--- config.mk ---
export PLATFORM = sky130hd
export DESIGN_NAME = rotated_pixel_scatter_core
export DESIGN_NICKNAME = d
export VERILOG_FILES = /design/src/rtl/rps_pkg.sv /design/src/rtl/rotated_pixel_scatter_core.sv /design/src/rtl/rps_cfg.sv /design/src/rtl/rps_step.sv /design/src/rtl/rps_emit.sv
export SDC_FILE = /design/constraint.sdc
export NUM_CORES = 1
export LEC_CHECK = 0
export ABC_AREA = 1
export BUFFER_PORTS_ARGS = -buffer_cell sky130_fd_sc_hd__buf_4
export CORE_MARGIN = 1
export CORE_UTILIZATION = 60
export CTS_CLUSTER_DIAMETER = 30
export DETAILED_ROUTE_END_ITERATION = 16
export MAX_ROUTING_LAYER = met4
export PLACE_DENSITY = 0.81
export SLEW_MARGIN = 20
export SYNTH_ARGS = -nofsm -noshare
export SYNTH_HDL_FRONTEND = slang
export SYNTH_HIERARCHICAL = 1
export SYNTH_SLANG_ARGS = --single-unit
--- constraint.sdc ---
create_clock -name clk -period 3.99 [get_ports clk]
set_input_delay 0.1995 -clock clk [delete_from_list [all_inputs] [get_ports clk]]
set_output_delay 0.1995 -clock clk [all_outputs]
set_load 0.02 [all_outputs]
--- src/rtl/rps_pkg.sv ---
// shared types and constants for the rotated pixel scatter core
`timescale 1ns / 1ps
`default_nettype none

package rps_pkg;

    // field widths of the stream words
    localparam int PIX_W      = 24;
    localparam int ROW_W      = 13;
    localparam int COLF_W     = 13;
    localparam int CFG_IDX_W  = 3;
    localparam int CFG_DATA_W = 23;

    // fixed point position accumulators
    localparam int POS_W = 40;
    localparam int CMP_W = POS_W + 1;

    // source column counter
    localparam int COL_W         = 12;
    localparam int SRC_COL_LIMIT = 4096;

    // register reset values
    localparam logic [16:0] COS_RESET = 17'h10000;

    // register indexes on the configuration port
    typedef enum logic [CFG_IDX_W-1:0] {
        CFG_COS_STEP     = 3'd0,
        CFG_SIN_STEP     = 3'd1,
        CFG_NEG_TAN_STEP = 3'd2,
        CFG_COL_OFFSET   = 3'd3,
        CFG_LINE_COUNT   = 3'd4,
        CFG_SOURCE_COLS  = 3'd5,
        CFG_DEST_ROWS    = 3'd6,
        CFG_DEST_COLS    = 3'd7
    } cfg_idx_t;

    // raw register contents
    typedef struct packed {
        logic [16:0]        cos_step;
        logic [16:0]        sin_step;
        logic signed [22:0] neg_tan_step;
        logic [13:0]        col_offset;
        logic [13:0]        line_count;
        logic [12:0]        source_cols;
        logic [13:0]        dest_rows;
        logic [13:0]        dest_cols;
    } cfg_t;

    // one pixel with its placement and the writes it needs
    typedef struct packed {
        logic             need0;
        logic             need1;
        logic [ROW_W-1:0] row;
        logic [COLF_W-1:0] col;
        logic [PIX_W-1:0] pixel;
    } job_t;

endpackage

`default_nettype wire

--- src/rtl/rotated_pixel_scatter_core.sv ---
// top level of the rotated pixel scatter core
`timescale 1ns / 1ps
`default_nettype none

// Forward-mapping rotation scatter: each source pixel word on s_axis is placed at
// (floor y, floor x + col_offset) and at the row below, and every placement inside
// the destination image leaves as one write word on m_axis (tlast on the final
// write of a pixel); placements out of bounds are dropped. A pixel with two writes
// holds the input until its first write issues; the single output port carries one
// write per cycle unless m_axis stalls. Writes go via pending and output registers.
// Positions are kept in FRAC_BITS fixed point; write registers only when idle.

module rotated_pixel_scatter_core #(
    parameter int MAX_DIM   = 8192,
    parameter int FRAC_BITS = 16
) (
    input  wire logic                              clk,
    input  wire logic                              rst_n,
    // configuration write port
    input  wire logic                              cfg_wen,
    input  wire logic [rps_pkg::CFG_IDX_W-1:0]     cfg_addr,
    input  wire logic [rps_pkg::CFG_DATA_W-1:0]    cfg_wdata,
    // source pixels
    input  wire logic                              s_axis_tvalid,
    output logic                                   s_axis_tready,
    input  wire logic [23:0]                       s_axis_tdata,  // pixel_in
    // destination writes
    output logic                                   m_axis_tvalid,
    input  wire logic                              m_axis_tready,
    output logic [55:0]                            m_axis_tdata,  // dest_row, dest_col, pixel_out
    output logic                                   m_axis_tlast   // last_write
);
    import rps_pkg::*;

    cfg_t              cfg;
    job_t              job;
    logic              accept;
    logic [ROW_W-1:0]  out_row;
    logic [COLF_W-1:0] out_col;
    logic [PIX_W-1:0]  out_pix;

    assign accept = s_axis_tvalid && s_axis_tready;

    // register bank
    rps_cfg u_cfg (
        .clk       (clk),
        .rst_n     (rst_n),
        .cfg_wen   (cfg_wen),
        .cfg_addr  (cfg_addr),
        .cfg_wdata (cfg_wdata),
        .cfg       (cfg)
    );

    // position tracking and placement
    rps_step #(
        .MAX_DIM   (MAX_DIM),
        .FRAC_BITS (FRAC_BITS)
    ) u_step (
        .clk    (clk),
        .rst_n  (rst_n),
        .cfg    (cfg),
        .accept (accept),
        .pixel  (s_axis_tdata),
        .job    (job)
    );

    // write issue
    rps_emit u_emit (
        .clk      (clk),
        .rst_n    (rst_n),
        .in_valid (s_axis_tvalid),
        .in_ready (s_axis_tready),
        .job      (job),
        .m_valid  (m_axis_tvalid),
        .m_ready  (m_axis_tready),
        .m_row    (out_row),
        .m_col    (out_col),
        .m_pixel  (out_pix),
        .m_last   (m_axis_tlast)
    );

    // pack the write word
    assign m_axis_tdata = {6'b0, out_pix, out_col, out_row};

endmodule

`default_nettype wire

--- src/rtl/rps_cfg.sv ---
// configuration register bank of the rotated pixel scatter core
`timescale 1ns / 1ps
`default_nettype none

module rps_cfg (
    input  wire logic                             clk,
    input  wire logic                             rst_n,
    input  wire logic                             cfg_wen,
    input  wire logic [rps_pkg::CFG_IDX_W-1:0]    cfg_addr,
    input  wire logic [rps_pkg::CFG_DATA_W-1:0]   cfg_wdata,
    output rps_pkg::cfg_t                         cfg
);
    import rps_pkg::*;

    cfg_t cfg_reg;
    cfg_t cfg_next;

    // register write decode
    always_comb
    begin
        cfg_next = cfg_reg;
        if (cfg_wen)
        begin
            case (cfg_idx_t'(cfg_addr))
                CFG_COS_STEP:     cfg_next.cos_step     = cfg_wdata[16:0];
                CFG_SIN_STEP:     cfg_next.sin_step     = cfg_wdata[16:0];
                CFG_NEG_TAN_STEP: cfg_next.neg_tan_step = $signed(cfg_wdata[22:0]);
                CFG_COL_OFFSET:   cfg_next.col_offset   = cfg_wdata[13:0];
                CFG_LINE_COUNT:   cfg_next.line_count   = cfg_wdata[13:0];
                CFG_SOURCE_COLS:  cfg_next.source_cols  = cfg_wdata[12:0];
                CFG_DEST_ROWS:    cfg_next.dest_rows    = cfg_wdata[13:0];
                CFG_DEST_COLS:    cfg_next.dest_cols    = cfg_wdata[13:0];
                default:          cfg_next = cfg_reg;
            endcase
        end
    end

    // register bank
    always_ff @(posedge clk or negedge rst_n)
    begin
        if (!rst_n)
        begin
            cfg_reg.cos_step     <= COS_RESET;
            cfg_reg.sin_step     <= '0;
            cfg_reg.neg_tan_step <= '0;
            cfg_reg.col_offset   <= '0;
            cfg_reg.line_count   <= '0;
            cfg_reg.source_cols  <= 13'd1;
            cfg_reg.dest_rows    <= 14'd1;
            cfg_reg.dest_cols    <= 14'd1;
        end
        else
        begin
            cfg_reg <= cfg_next;
        end
    end

    assign cfg = cfg_reg;

endmodule

`default_nettype wire

--- src/rtl/rps_step.sv ---
// line and column counters, position accumulators and write placement
`timescale 1ns / 1ps
`default_nettype none

module rps_step #(
    parameter int MAX_DIM   = 8192,
    parameter int FRAC_BITS = 16
) (
    input  wire logic                        clk,
    input  wire logic                        rst_n,
    input  rps_pkg::cfg_t                    cfg,
    input  wire logic                        accept,
    input  wire logic [rps_pkg::PIX_W-1:0]   pixel,
    output rps_pkg::job_t                    job
);
    import rps_pkg::*;

    localparam int LINE_W = $clog2(MAX_DIM);
    localparam int LCNT_W = LINE_W + 1;
    localparam int SCOL_W = COL_W + 1;

    logic [LINE_W-1:0]       line_reg, line_next;
    logic [COL_W-1:0]        col_reg, col_next;
    logic signed [POS_W-1:0] lxs_reg, lxs_next;
    logic signed [POS_W-1:0] x_reg, x_next;
    logic signed [POS_W-1:0] y_reg, y_next;

    logic [LCNT_W-1:0] lines;
    logic [LCNT_W-1:0] rows_lim;
    logic [LCNT_W-1:0] cols_lim;
    logic [SCOL_W-1:0] src_cols;
    logic              active;
    logic              col_last;
    logic              line_last;

    logic signed [CMP_W-1:0] x_floor;
    logic signed [CMP_W-1:0] y_floor;
    logic signed [CMP_W-1:0] y_floor1;
    logic signed [CMP_W-1:0] dcol;
    logic signed [CMP_W-1:0] rows_lim_s;
    logic signed [CMP_W-1:0] cols_lim_s;
    logic                    col_ok;
    logic                    row0_ok;
    logic                    row1_ok;

    // clamp register values to the supported ranges
    always_comb
    begin
        lines    = (32'(cfg.line_count) > 32'(MAX_DIM)) ? LCNT_W'(MAX_DIM)
                                                         : LCNT_W'(cfg.line_count);
        rows_lim = (32'(cfg.dest_rows) > 32'(MAX_DIM)) ? LCNT_W'(MAX_DIM)
                                                        : LCNT_W'(cfg.dest_rows);
        cols_lim = (32'(cfg.dest_cols) > 32'(MAX_DIM)) ? LCNT_W'(MAX_DIM)
                                                        : LCNT_W'(cfg.dest_cols);
        if (32'(cfg.source_cols) > 32'(SRC_COL_LIMIT))
            src_cols = SCOL_W'(SRC_COL_LIMIT);
        else if (cfg.source_cols == '0)
            src_cols = SCOL_W'(1);
        else
            src_cols = SCOL_W'(cfg.source_cols);
    end

    assign active = (lines != '0);

    // integer position and bounds checks
    always_comb
    begin
        x_floor    = CMP_W'(x_reg >>> FRAC_BITS);
        y_floor    = CMP_W'(y_reg >>> FRAC_BITS);
        y_floor1   = y_floor + CMP_W'(1);
        dcol       = x_floor + CMP_W'($signed({1'b0, cfg.col_offset}));
        rows_lim_s = CMP_W'($signed({1'b0, rows_lim}));
        cols_lim_s = CMP_W'($signed({1'b0, cols_lim}));
        col_ok     = (dcol >= 0) && (dcol < cols_lim_s);
        row0_ok    = (y_floor >= 0) && (y_floor < rows_lim_s);
        row1_ok    = (y_floor1 >= 0) && (y_floor1 < rows_lim_s);
    end

    // placement of this word's writes
    always_comb
    begin
        job.need0 = active && col_ok && row0_ok;
        job.need1 = active && col_ok && row1_ok;
        job.row   = y_floor[ROW_W-1:0];
        job.col   = dcol[COLF_W-1:0];
        job.pixel = pixel;
    end

    // counter and accumulator advance
    always_comb
    begin
        col_last  = (SCOL_W'(col_reg) + SCOL_W'(1)) >= src_cols;
        line_last = (LCNT_W'(line_reg) + LCNT_W'(1)) >= lines;
        line_next = line_reg;
        col_next  = col_reg;
        lxs_next  = lxs_reg;
        x_next    = x_reg;
        y_next    = y_reg;
        if (accept && active)
        begin
            if (col_last)
            begin
                col_next = '0;
                if (line_last)
                begin
                    line_next = '0;
                    lxs_next  = '0;
                end
                else
                begin
                    line_next = line_reg + LINE_W'(1);
                    lxs_next  = lxs_reg + POS_W'(cfg.neg_tan_step);
                end
                x_next = lxs_next;
                y_next = $signed(POS_W'(line_next)) <<< FRAC_BITS;
            end
            else
            begin
                col_next = col_reg + COL_W'(1);
                x_next   = x_reg + $signed(POS_W'(cfg.cos_step));
                y_next   = y_reg + $signed(POS_W'(cfg.sin_step));
            end
        end
    end

    // state registers
    always_ff @(posedge clk or negedge rst_n)
    begin
        if (!rst_n)
        begin
            line_reg <= '0;
            col_reg  <= '0;
            lxs_reg  <= '0;
            x_reg    <= '0;
            y_reg    <= '0;
        end
        else
        begin
            line_reg <= line_next;
            col_reg  <= col_next;
            lxs_reg  <= lxs_next;
            x_reg    <= x_next;
            y_reg    <= y_next;
        end
    end

endmodule

`default_nettype wire

--- src/rtl/rps_emit.sv ---
// pending write register and output word register
`timescale 1ns / 1ps
`default_nettype none

module rps_emit (
    input  wire logic                          clk,
    input  wire logic                          rst_n,
    input  wire logic                          in_valid,
    output logic                               in_ready,
    input  rps_pkg::job_t                      job,
    output logic                               m_valid,
    input  wire logic                          m_ready,
    output logic [rps_pkg::ROW_W-1:0]          m_row,
    output logic [rps_pkg::COLF_W-1:0]         m_col,
    output logic [rps_pkg::PIX_W-1:0]          m_pixel,
    output logic                               m_last
);
    import rps_pkg::*;

    logic              need0_reg, need0_next;
    logic              need1_reg, need1_next;
    logic [ROW_W-1:0]  row_reg, row_next;
    logic [COLF_W-1:0] col_reg, col_next;
    logic [PIX_W-1:0]  pix_reg, pix_next;

    logic              mv_reg, mv_next;
    logic [ROW_W-1:0]  mrow_reg, mrow_next;
    logic [COLF_W-1:0] mcol_reg, mcol_next;
    logic [PIX_W-1:0]  mpix_reg, mpix_next;
    logic              mlast_reg, mlast_next;

    logic pending;
    logic out_load;
    logic accept;

    assign pending  = need0_reg || need1_reg;
    assign out_load = !mv_reg || m_ready;
    assign in_ready = !pending || (out_load && !(need0_reg && need1_reg));
    assign accept   = in_valid && in_ready;

    // issue one write a cycle while the output is not stalled, then take the next pixel
    always_comb
    begin
        need0_next = need0_reg;
        need1_next = need1_reg;
        row_next   = row_reg;
        col_next   = col_reg;
        pix_next   = pix_reg;
        mv_next    = mv_reg;
        mrow_next  = mrow_reg;
        mcol_next  = mcol_reg;
        mpix_next  = mpix_reg;
        mlast_next = mlast_reg;
        if (out_load)
        begin
            mv_next = pending;
            if (need0_reg)
            begin
                mrow_next  = row_reg;
                mcol_next  = col_reg;
                mpix_next  = pix_reg;
                mlast_next = !need1_reg;
                need0_next = 1'b0;
            end
            else if (need1_reg)
            begin
                mrow_next  = row_reg + ROW_W'(1);
                mcol_next  = col_reg;
                mpix_next  = pix_reg;
                mlast_next = 1'b1;
                need1_next = 1'b0;
            end
        end
        if (accept)
        begin
            need0_next = job.need0;
            need1_next = job.need1;
            row_next   = job.row;
            col_next   = job.col;
            pix_next   = job.pixel;
        end
    end

    // control registers
    always_ff @(posedge clk or negedge rst_n)
    begin
        if (!rst_n)
        begin
            need0_reg <= 1'b0;
            need1_reg <= 1'b0;
            mv_reg    <= 1'b0;
        end
        else
        begin
            need0_reg <= need0_next;
            need1_reg <= need1_next;
            mv_reg    <= mv_next;
        end
    end

    // payload registers
    always_ff @(posedge clk)
    begin
        row_reg   <= row_next;
        col_reg   <= col_next;
        pix_reg   <= pix_next;
        mrow_reg  <= mrow_next;
        mcol_reg  <= mcol_next;
        mpix_reg  <= mpix_next;
        mlast_reg <= mlast_next;
    end

    assign m_valid = mv_reg;
    assign m_row   = mrow_reg;
    assign m_col   = mcol_reg;
    assign m_pixel = mpix_reg;
    assign m_last  = mlast_reg;

    // a new pixel only enters when the held one finishes this cycle
    assert property (@(posedge clk) disable iff (!rst_n)
        (accept && pending) |-> out_load)
        else $error("pixel taken while earlier writes still pending");

    // a first-of-two word always has its second write queued behind it
    assert property (@(posedge clk) disable iff (!rst_n)
        (mv_reg && !mlast_reg) |-> need1_reg)
        else $error("non-final write without a second write pending");

    // two pending writes block the input
    assert property (@(posedge clk) disable iff (!rst_n)
        (need0_reg && need1_reg) |-> !in_ready)
        else $error("input open while two writes pending");

endmodule

`default_nettype wire

==> results of run 1 <==
[cell type report]
type | instances | area, sq um | area share (%)
well taps | 518 | 648 | 2.30
clock buffers | 102 | 2260 | 8.01
inverters | 262 | 987 | 3.50
flip-flops and latches | 375 | 9890 | 35.0
multi-input cells | 2345 | 12300 | 43.5
clock inverters | 60 | 694 | 2.46
repair buffers | 173 | 1480 | 5.22
[repair_timing]
| item | 4_1_cts | 5_1_grt |
|---|---|---|
| endpoints found under the setup margin | 0 | 133 |
| gates resized for setup | 0 | 5 |
| hold buffers | 51 | 0 |
| endpoints found under the hold margin | 270 | 0 |
[worst max-delay path: stages (launching register included)]
cell and delay [ns]:
dfrtp_1 0.43, ha_1 0.25, fa_1 0.42, nand3_1 0.10, nand2_1 0.10, nand2_1 0.07, nand2_1 0.10, xor2_1 0.24
ha_1 0.31, a21oi_1 0.19, o21ai_0 0.16, nor2_1 0.18, nand2_1 0.13, nand2_1 0.08, nand2_1 0.08, nand2_1 0.09
nand4_1 0.32, nor2_1 0.19, nand2_1 0.10, o21ai_2 0.11
[Yosys cell counts (all sizes together), types with 16 or more instances]
cell type / count / area share, %
a21oi: 150 / 3.2
buf: 85 / 2.4
clkbuf: 31 / 0.56
dfrtp: 270 / 28
edfxtp: 101 / 13
ha: 158 / 8.3
inv: 257 / 4.1
nand2: 1040 / 16
nand3: 245 / 5.2
nand4: 46 / 1.2
nor2: 256 / 4.2
nor3: 47 / 0.99
nor4: 17 / 0.45
o211ai: 17 / 0.54
o21ai: 129 / 2.7
o22ai: 16 / 0.42
xnor2: 35 / 1.3
xor2: 89 / 3.3
[where the power goes]
| group | switching [mW] | leakage, nW | internal, mW |
|---|---|---|---|
| Combinational | 5.73 | 7.99 | 3.01 |
| Clock | 2.45 | 1.42 | 4.70 |
| Sequential | 1.04 | 4.43 | 5.15 |
[layout by cell type (no fill, tap or decap), types with 17 or more instances in the layout]
cell              n
edfxtp_1        101
xnor2_1          35
inv_1           253
a21oi_1         150
nand2_1        1036
clkbuf_16        86
ha_1            158
nor3_1           47
nand4_1          46
o21ai_1          25
dlygate4sd3_1    51
dfrtp_1         270
nand3_1         242
nor2_1          246
nor4_1           17
o21ai_0         103
xor2_1           89
o211ai_1         17
buf_4           117
[logic make-up after synthesis]
group                    count (synthesis)
adder cells (fa/ha/maj)                162
AO/OA/AOI/OAI                          368
AND/OR/NAND/NOR                       1685
other                                    1
XOR/XNOR                               124
buffers and inverters                  378
flip-flops                             375
[stage by stage]
| stage | std cells | utilization (%) | hold slack, ns | setup slack, ns | instance area, sq um |
|---|---|---|---|---|---|
| 6_report | 3835 | 72.5 | 0.0176 | 0.263 | 28200 |
| 2_1_floorplan | 3098 | - | -0.0961 | 0.725 | 23800 |
| 3_3_place_gp | 3622 | 63.6 | 0.374 | 0.305 | 24700 |
| 4_1_cts | 3835 | 72.5 | 0.000257 | 0.0786 | 28200 |
| 3_5_place_dp | 3622 | 63.6 | 0.379 | 0.144 | 24700 |
| 5_1_grt | 3835 | 72.5 | 0.0341 | 0.0308 | 28200 |
[worst max-delay path by stage]
stage	end	slack, ns	cells past startpoint
CTS	u_step/x_reg[20]$_DFFE_PN0P_	0.08	17
finish	u_emit/need0_reg$_DFFE_PN0P_	0.26	19
global placement	u_step/x_reg[20]$_DFFE_PN0P_	0.31	17
global route	u_step/x_reg[20]$_DFFE_PN0P_	0.03	17
floorplan	u_emit/m_col[0]$_DFFE_PP_	0.73	3
detailed placement	u_step/x_reg[20]$_DFFE_PN0P_	0.14	17
[routing by layer]
| metal | share of wire, % | vias to the layer above |
|---|---|---|
| met5 | 0 | - |
| met4 | 2.8 | 0 |
| met3 | 9.5 | 181 |
| met2 | 45 | 1132 |
| met1 | 43 | 10600 |
| li1 | - | 10500 |
==> key figures, run 1 <==
Synth
  – Synth async-reset ratio: 73.1%
  – Multiplexer share of the synthesized area: 0%
  – Adder-Cell Fraction of Synth Area: 8.65%
  – Post-synthesis cell type count: 59
  – Post-synthesis xor/xnor area fraction: 4.56%
  – Simple-Gate Fraction of Synth Area: 29.5%
  – Syn Area/Cell: 7.69 sq um
  – Dominant synthesized flop cell: dfrtp_1
  – Synthesized instance count: 3,093
  – Post-synth EDFFs: 101
  – Synth Area in Compound Gates: 8.62%
  – Synth warn: 6
  – Main combinational cell family by area after synthesis: simple AND/OR/NAND/NOR gates
  – Synth Register Bits: 375
  – Post-Syn Area: 23,800 sq um
  – Sequential share of the synthesized area: 41.6%

Layout
  – Largest register FFs: 126
  – Layout Nets: 3,460
  – # diodes: 0
  – Layout Area Growth over Synthesis: 18.7%
  – Fillers: 2,975
  – Layout cell share with drive strength beyond 1: 9.32%

Timing
  – Max frequency: 268 MHz
  – Period utilisation layout: 93.4%
  – Slew @ Worst Pin: 1.01 ns
  – Max-slew violations: 0
  – Fin crit period: 3.73 ns
  – Sum Neg Setup Slack: 0 ns
  – RSZ-0062 raised after global routing: false
  – Worst relative slew slack: 32.6%
  – Final hold viol count: 0
  – Skew final: 0.0264 ns
  – Final setup vio count: 0

CTS
  – CTS tree: yes
  – Clk root buf: clkbuf_16
  – Register clock-pin slew on the reported worst setup and hold paths: 0.05 ns
  – TritonCTS buffer count: 86
  – Deepest clock path buffer count: 3
  – Clk sinks: 375
  – CTS H-tree depth: 3
  – Buffer count from post-CTS setup fixing: 0
  – Clk Latency, worst-skew pair: 0.62 ns

Global route
  – All-Layer GR Usage: 37.3%
  – Global routing usage on met2: 57.5%
  – Pin count of the biggest net entering global routing: 124
  – GRT met1 Usage: 49.7%
  – Grt ovf: 0
  – Initial antenna violation count: 0
  – Met3 Track Usage GR: 7.52%
  – First-pass GRT wire length: 116,000 um
  – Gr busiest metal: met2
  – Vias in the first global route: 22,000

Placed design
  – Detailed placer's ending HPWL: 51,300 um
  – Gpl congestion: 0.996
  – PortBufs: 107

Setup path
  – Crit path kind: reg2reg
  – WP data arrival: 4.26 ns
  – R2R cell count: 19
  – CP Launch Point: u_step/x_reg[16]$_DFFE_PN0P_
  – RR Startpoint: u_step/x_reg[16]$_DFFE_PN0P_
  – Data required, critical path: 4.52 ns
  – Worst setup SP type: flip-flop
  – Worst-path fanout max: 3
  – R2r setup slk: 0.26 ns
  – Reg2reg end: u_emit/need0_reg$_DFFE_PN0P_
  – Worst Setup End Kind: flip-flop

Routing
  – Drt drc: 0
  – Violation count after the first detailed-routing iteration: 2,278
  – Total number of vias: 22,400
  – DRT Pass-1 Iters: 6
  – Detailed Route WL: 72,900 um
  – Vias per cell: 5.84
  – ANT nets after route: 0
  – DR WL/cell: 19.0 um

Floorplan
  – Chip width: 201 um
  – DIE AREA: 40,500 sq um
  – Die Y: 201 um
  – I/O Pins: 114
  – Core ar.: 38,900 sq um
  – Initial core utilization: 61.1%
  – Rows: 72

Power
  – Power Dens Cells: 782 nW/um^2
  – Leak: 13.8 nW
  – Pwr Total: 22.1 mW
  – Maximum vdd ir drop: 0.424 mV

Min path
  – HP Class: in2reg
  – Hold Crit Start: cfg_addr[1]
  – Hold worst-path end: u_cfg/cfg[104]$_DFFE_PN0P_
  – Hold depth: 4

Run status
  – Status: finished clean

Run
  – Max_cap viols: 0
No activity file was read; power rests on OpenSTA's default activity.
==> inputs of run 2 (changes only) <==
--- a/config.mk
+++ b/config.mk
@@ -5,7 +5,6 @@
 export SDC_FILE = /design/constraint.sdc
 export NUM_CORES = 1
 export LEC_CHECK = 0
-export ABC_AREA = 1
 export BUFFER_PORTS_ARGS = -buffer_cell sky130_fd_sc_hd__buf_4
 export CORE_MARGIN = 1
 export CORE_UTILIZATION = 60
==> run 2 against run 1 <==
Net effect:
- the run now ends with design-rule violations, negative setup slack left
- worst setup slack worse by 0.40 ns
- die area down 6.6%
- first-iteration DRC count down 25%
- final area down 3.1%
- via count down 17%
- sequential share of layout area up 1.1 points
- area after synthesis down 6.7%
- global-route usage down 2.3 points
- synthesized cell count down 29%
- critical endpoint is now u_emit/need1_reg$_DFFE_PN0P_
==> key figures, run 2 <==
Synth
  – Most frequent cells after synthesis: nand2_1 (314), dfrtp_1 (270), ha_1 (158)
  – Synth area leader: dfrtp_1
  – Dominant synthesized flop cell: dfrtp_1
  – Post-Syn Area: 22,200 sq um (-6.7%)
  – Synthesized instance count: 2,186 (-29%)
  – Synth async-reset ratio: 73.1% (unchanged)
  – Count leader, synth: nand2_1
  – Top cells by area, synth: dfrtp_1 (30%), edfxtp_1 (14%), ha_1 (8.9%), mux2_2 (6.3%), nand2_1 (5.3%)
  – Synth Register Bits: 375 (unchanged)
  – Syn Area/Cell: 10.2 sq um (+32%)
  – Post-synth EDFFs: 101 (unchanged)
  – Top cell type's share of synthesized area: 30.4% (+2.0 points)
  – Synth warn: 6 (unchanged)
  – Sequential share of the synthesized area: 44.6% (+3.0 points)
  – Post-synthesis cell type count: 94 (+59%)

CTS
  – Register clock-pin slew on the reported worst setup and hold paths: 0.05 ns (about the same)
  – TritonCTS buffer count: 85 (-1.2%)
  – Deepest clock path buffer count: 3 (unchanged)
  – CTS H-tree depth: 3 (unchanged)
  – Clk Latency, worst-skew pair: 0.61 ns (about the same)
  – CTS tree: yes
  – Clk sinks: 375 (unchanged)
  – Clk root buf: clkbuf_16

Routing
  – Total number of vias: 18,500 (-17%)
  – Detailed Route WL: 63,300 um (-13%)
  – ANT nets after route: 0 (unchanged)
  – DR WL/cell: 21.6 um (+14%)
  – Vias per cell: 6.31 (+8.1%)
  – Drt drc: 1 (+1)
  – DRT Pass-1 Iters: 14 (+8)
  – Violation count after the first detailed-routing iteration: 1,714 (-25%)

Setup path
  – Worst setup SP type: flip-flop
  – CP max stage cell: dfrtp_1
  – Critical path's largest stage delay: 0.38 ns (-0.05 ns)
  – CP top delay family: compound AO/OA/AOI/OAI gates
  – CP dominant cell by count: a21oi_2
  – WP buf/inv: 0 (unchanged)
  – Worst-path fanout max: 2 (-1)
  – Data required, critical path: 4.51 ns (about the same)
  – Crit path kind: reg2reg
  – Crit path cell chain: ha_2, fa_2, a21o_1, a21oi_2, nor2b_2, o22a_1, a21o_1, a21oi_2, xnor2_1, ha_1, a21o_1, a21oi_2, nor2b_1, o21ai_1, o211ai_1, nor3_1, o2111a_1, o211ai_1, nor4_2, nand2_1, a21oi_2, a2bb2oi_2
  – WP data arrival: 4.65 ns (+0.39 ns)
  – Worst Setup End Kind: flip-flop

Placed design
  – Number of instances in the placed design: 2,723 (-25%)
  – Gpl congestion: 0.957 (-3.9%)
  – PortBufs: 107 (unchanged)
  – Detailed placer's ending HPWL: 41,700 um (-19%)

Layout
  – Area taken by multi-input logic gates: 11,600 sq um (-5.5%)
  – Largest register FFs: 126 (unchanged)
  – Fin cells: 2,929 (-24%)
  – # diodes: 0 (unchanged)
  – Most common cell after layout, fill and taps aside: nand2_1
  – Post-layout util: 74.9% (+2.4 points)
  – Layout cell share with drive strength beyond 1: 22.2% (+13 points)
  – Layout Nets: 2,607 (-25%)
  – Commonest cells after routing, fill and taps aside: nand2_1 (313), dfrtp_1 (268), buf_4 (192), ha_1 (155), o21ai_0 (141)
  – Reg area: 9900 sq um (about the same)
  – Fillers: 2,339 (-21%)
  – Layout Area Growth over Synthesis: 23.3%

Global route
  – All-Layer GR Usage: 35.1% (-2.3 points)
  – Vias in the first global route: 18,800 (-15%)
  – First-pass GRT wire length: 101,000 um (-13%)
  – Initial antenna violation count: 1 (+1)
  – Grt ovf: 0 (unchanged)
  – Pin count of the biggest net entering global routing: 127 (+2.4%)

Power
  – Pwr Total: 21.3 mW (-3.6%)
  – Net load switching power: 7.71 mW (-16%)
  – Logic pwr share: 38.1% (-1.5 points)
  – Leak: 12.3 nW (-11%)
  – Clk network pwr share: 34.9% (+2.5 points)
  – Flop pwr share: 27.1% (-0.9 points)
  – Power Dens Cells: 778 nW/um^2 (-0.57%)
  – P_int: 13.6 mW (+5.5%)
  – Maximum vdd ir drop: 0.557 mV (+31%)
  – Switch share: 36.2% (-5.5 points)

Min path
  – HP Class: in2reg

Floorplan
  – Core ar.: 36,500 sq um (-6.2%)
  – DIE AREA: 37,800 sq um (-6.6%)
  – Die Y: 194 um (-3.4%)
  – Chip width: 194 um (-3.4%)
  – I/O Pins: 114 (unchanged)
  – Rows: 70 (-2.8%)
  – Initial core utilization: 60.8% (-0.36 points)

Run
  – Max_cap viols: 0 (unchanged)

Timing
  – Sum Neg Setup Slack: -0.159 ns (-0.159 ns)
  – RSZ-0062 raised after global routing: true
  – Final setup margin: -0.140 ns (-0.404 ns)
  – Skew final: 0.0262 ns (-0.000207 ns)
  – Fin Hold WS: 0.0192 ns (+0.00162 ns)
  – Final hold viol count: 0 (unchanged)
  – Slew @ Worst Pin: 0.967 ns (-0.0446 ns)
  – Fin crit period: 4.13 ns (+0.404 ns)
  – Worst relative slew slack: 35.2% (+2.6 points)
  – Max frequency: 242 MHz (-9.8%)
  – Max-slew violations: 0 (unchanged)
  – Final setup vio count: 2 (+2)
  – Period utilisation layout: 104% (+10 points)

Run status
  – Failing checks: design-rule violations, negative setup slack
  – Status: complete, but fails checks
-- run 2: final timing paths --
check | start | to | slack (ns) | depth (start not counted)
worst max-delay path | u_step/x_reg[16]$_DFFE_PN0P_ | u_emit/need1_reg$_DFFE_PN0P_ | -0.14 | 22
worst min-delay path | cfg_wdata[8] | u_cfg/cfg[77]$_DFFE_PN0P_ | 0.02 | 2
worst max register to register | u_step/x_reg[16]$_DFFE_PN0P_ | u_emit/need1_reg$_DFFE_PN0P_ | -0.14 | 22
worst min register to register | u_emit/pix_reg[20]$_DFFE_PP_ | u_emit/m_pixel[20]$_DFFE_PP_ | 0.41 | 0
max in group asynchronous | rst_n | u_cfg/cfg[28]$_DFFE_PN1P_ | 2.68 | 4
min in group asynchronous | rst_n | u_step/y_reg[35]$_DFFE_PN0P_ | 0.08 | 2
-- run 2: metrics by stage --
step                setup WS, ns  instance area (sq um)
global route              -0.339                  27400
floorplan                 0.0139                  22200
CTS                      -0.0674                  27200
finish                    -0.140                  27400
global placement          -0.287                  23600
detailed placement        -0.363                  23600
-- run 2: final cells by class --
class | instances | area share, %
tap | 468 | 2.14
clock inverter | 49 | 2.53
multi-input combinational | 1642 | 42.4
timing repair buffer | 242 | 7.41
sequential | 375 | 36.2
clock buffer | 109 | 8.74
inverter | 44 | 0.604
-- run 2: worst reg2reg max path: stages (launching register included) --
cell and delay, ns:
dfrtp_1 0.38, ha_2 0.21, fa_2 0.35, a21o_1 0.18
a21oi_2 0.18, nor2b_2 0.07, o22a_1 0.19, a21o_1 0.20
a21oi_2 0.13, xnor2_1 0.15, ha_1 0.28, a21o_1 0.19
a21oi_2 0.13, nor2b_1 0.05, o21ai_1 0.14, o211ai_1 0.11
nor3_1 0.16, o2111a_1 0.22, o211ai_1 0.13, nor4_2 0.18
nand2_1 0.13, a21oi_2 0.15, a2bb2oi_2 0.13
-- run 2: cell families after synthesis --
| kind of cell | synth area share (%) |
|---|---|
| AOI/OAI and AO/OA | 15.6 |
| xor gates and xnor gates | 5.33 |
| adders and majority gates | 9.27 |
| buffers and inverters | 4.11 |
| DFF | 44.6 |
| muxes | 6.67 |
| other | 0.0169 |
| and+or+nand+nor | 14.4 |
-- run 2: layer usage --
metal | GRT usage, % | part of all wire, % | up-vias
li1 | - | - | 8406
met1 | 43.7 | 41 | 9037
met2 | 55.0 | 47 | 831
met3 | 6.18 | 6.9 | 200
met4 | 18.1 | 4.8 | 0
met5 | - | 0 | -
-- run 2: power groups by stage --
stage          sequential, mW  combinational [mW]  clock, mW
3_5_place_dp             5.76                7.61          0
2_1_floorplan            5.50                5.65          0
6_report                 5.76                8.10       7.42
5_1_grt                  5.86                8.89       7.68
4_1_cts                  5.73                7.88       7.47
3_3_place_gp             5.71                7.34          0
-- run 2: what timing repair did --
action / 4_1_cts / 5_1_grt
endpoints found under the hold margin: 182 / 0
hold buffers: 40 / 0
endpoints found under the setup margin: 56 / 99
buffers inserted: 2 / 4
pin swaps: 12 / 6
gates resized for setup: 14 / 25
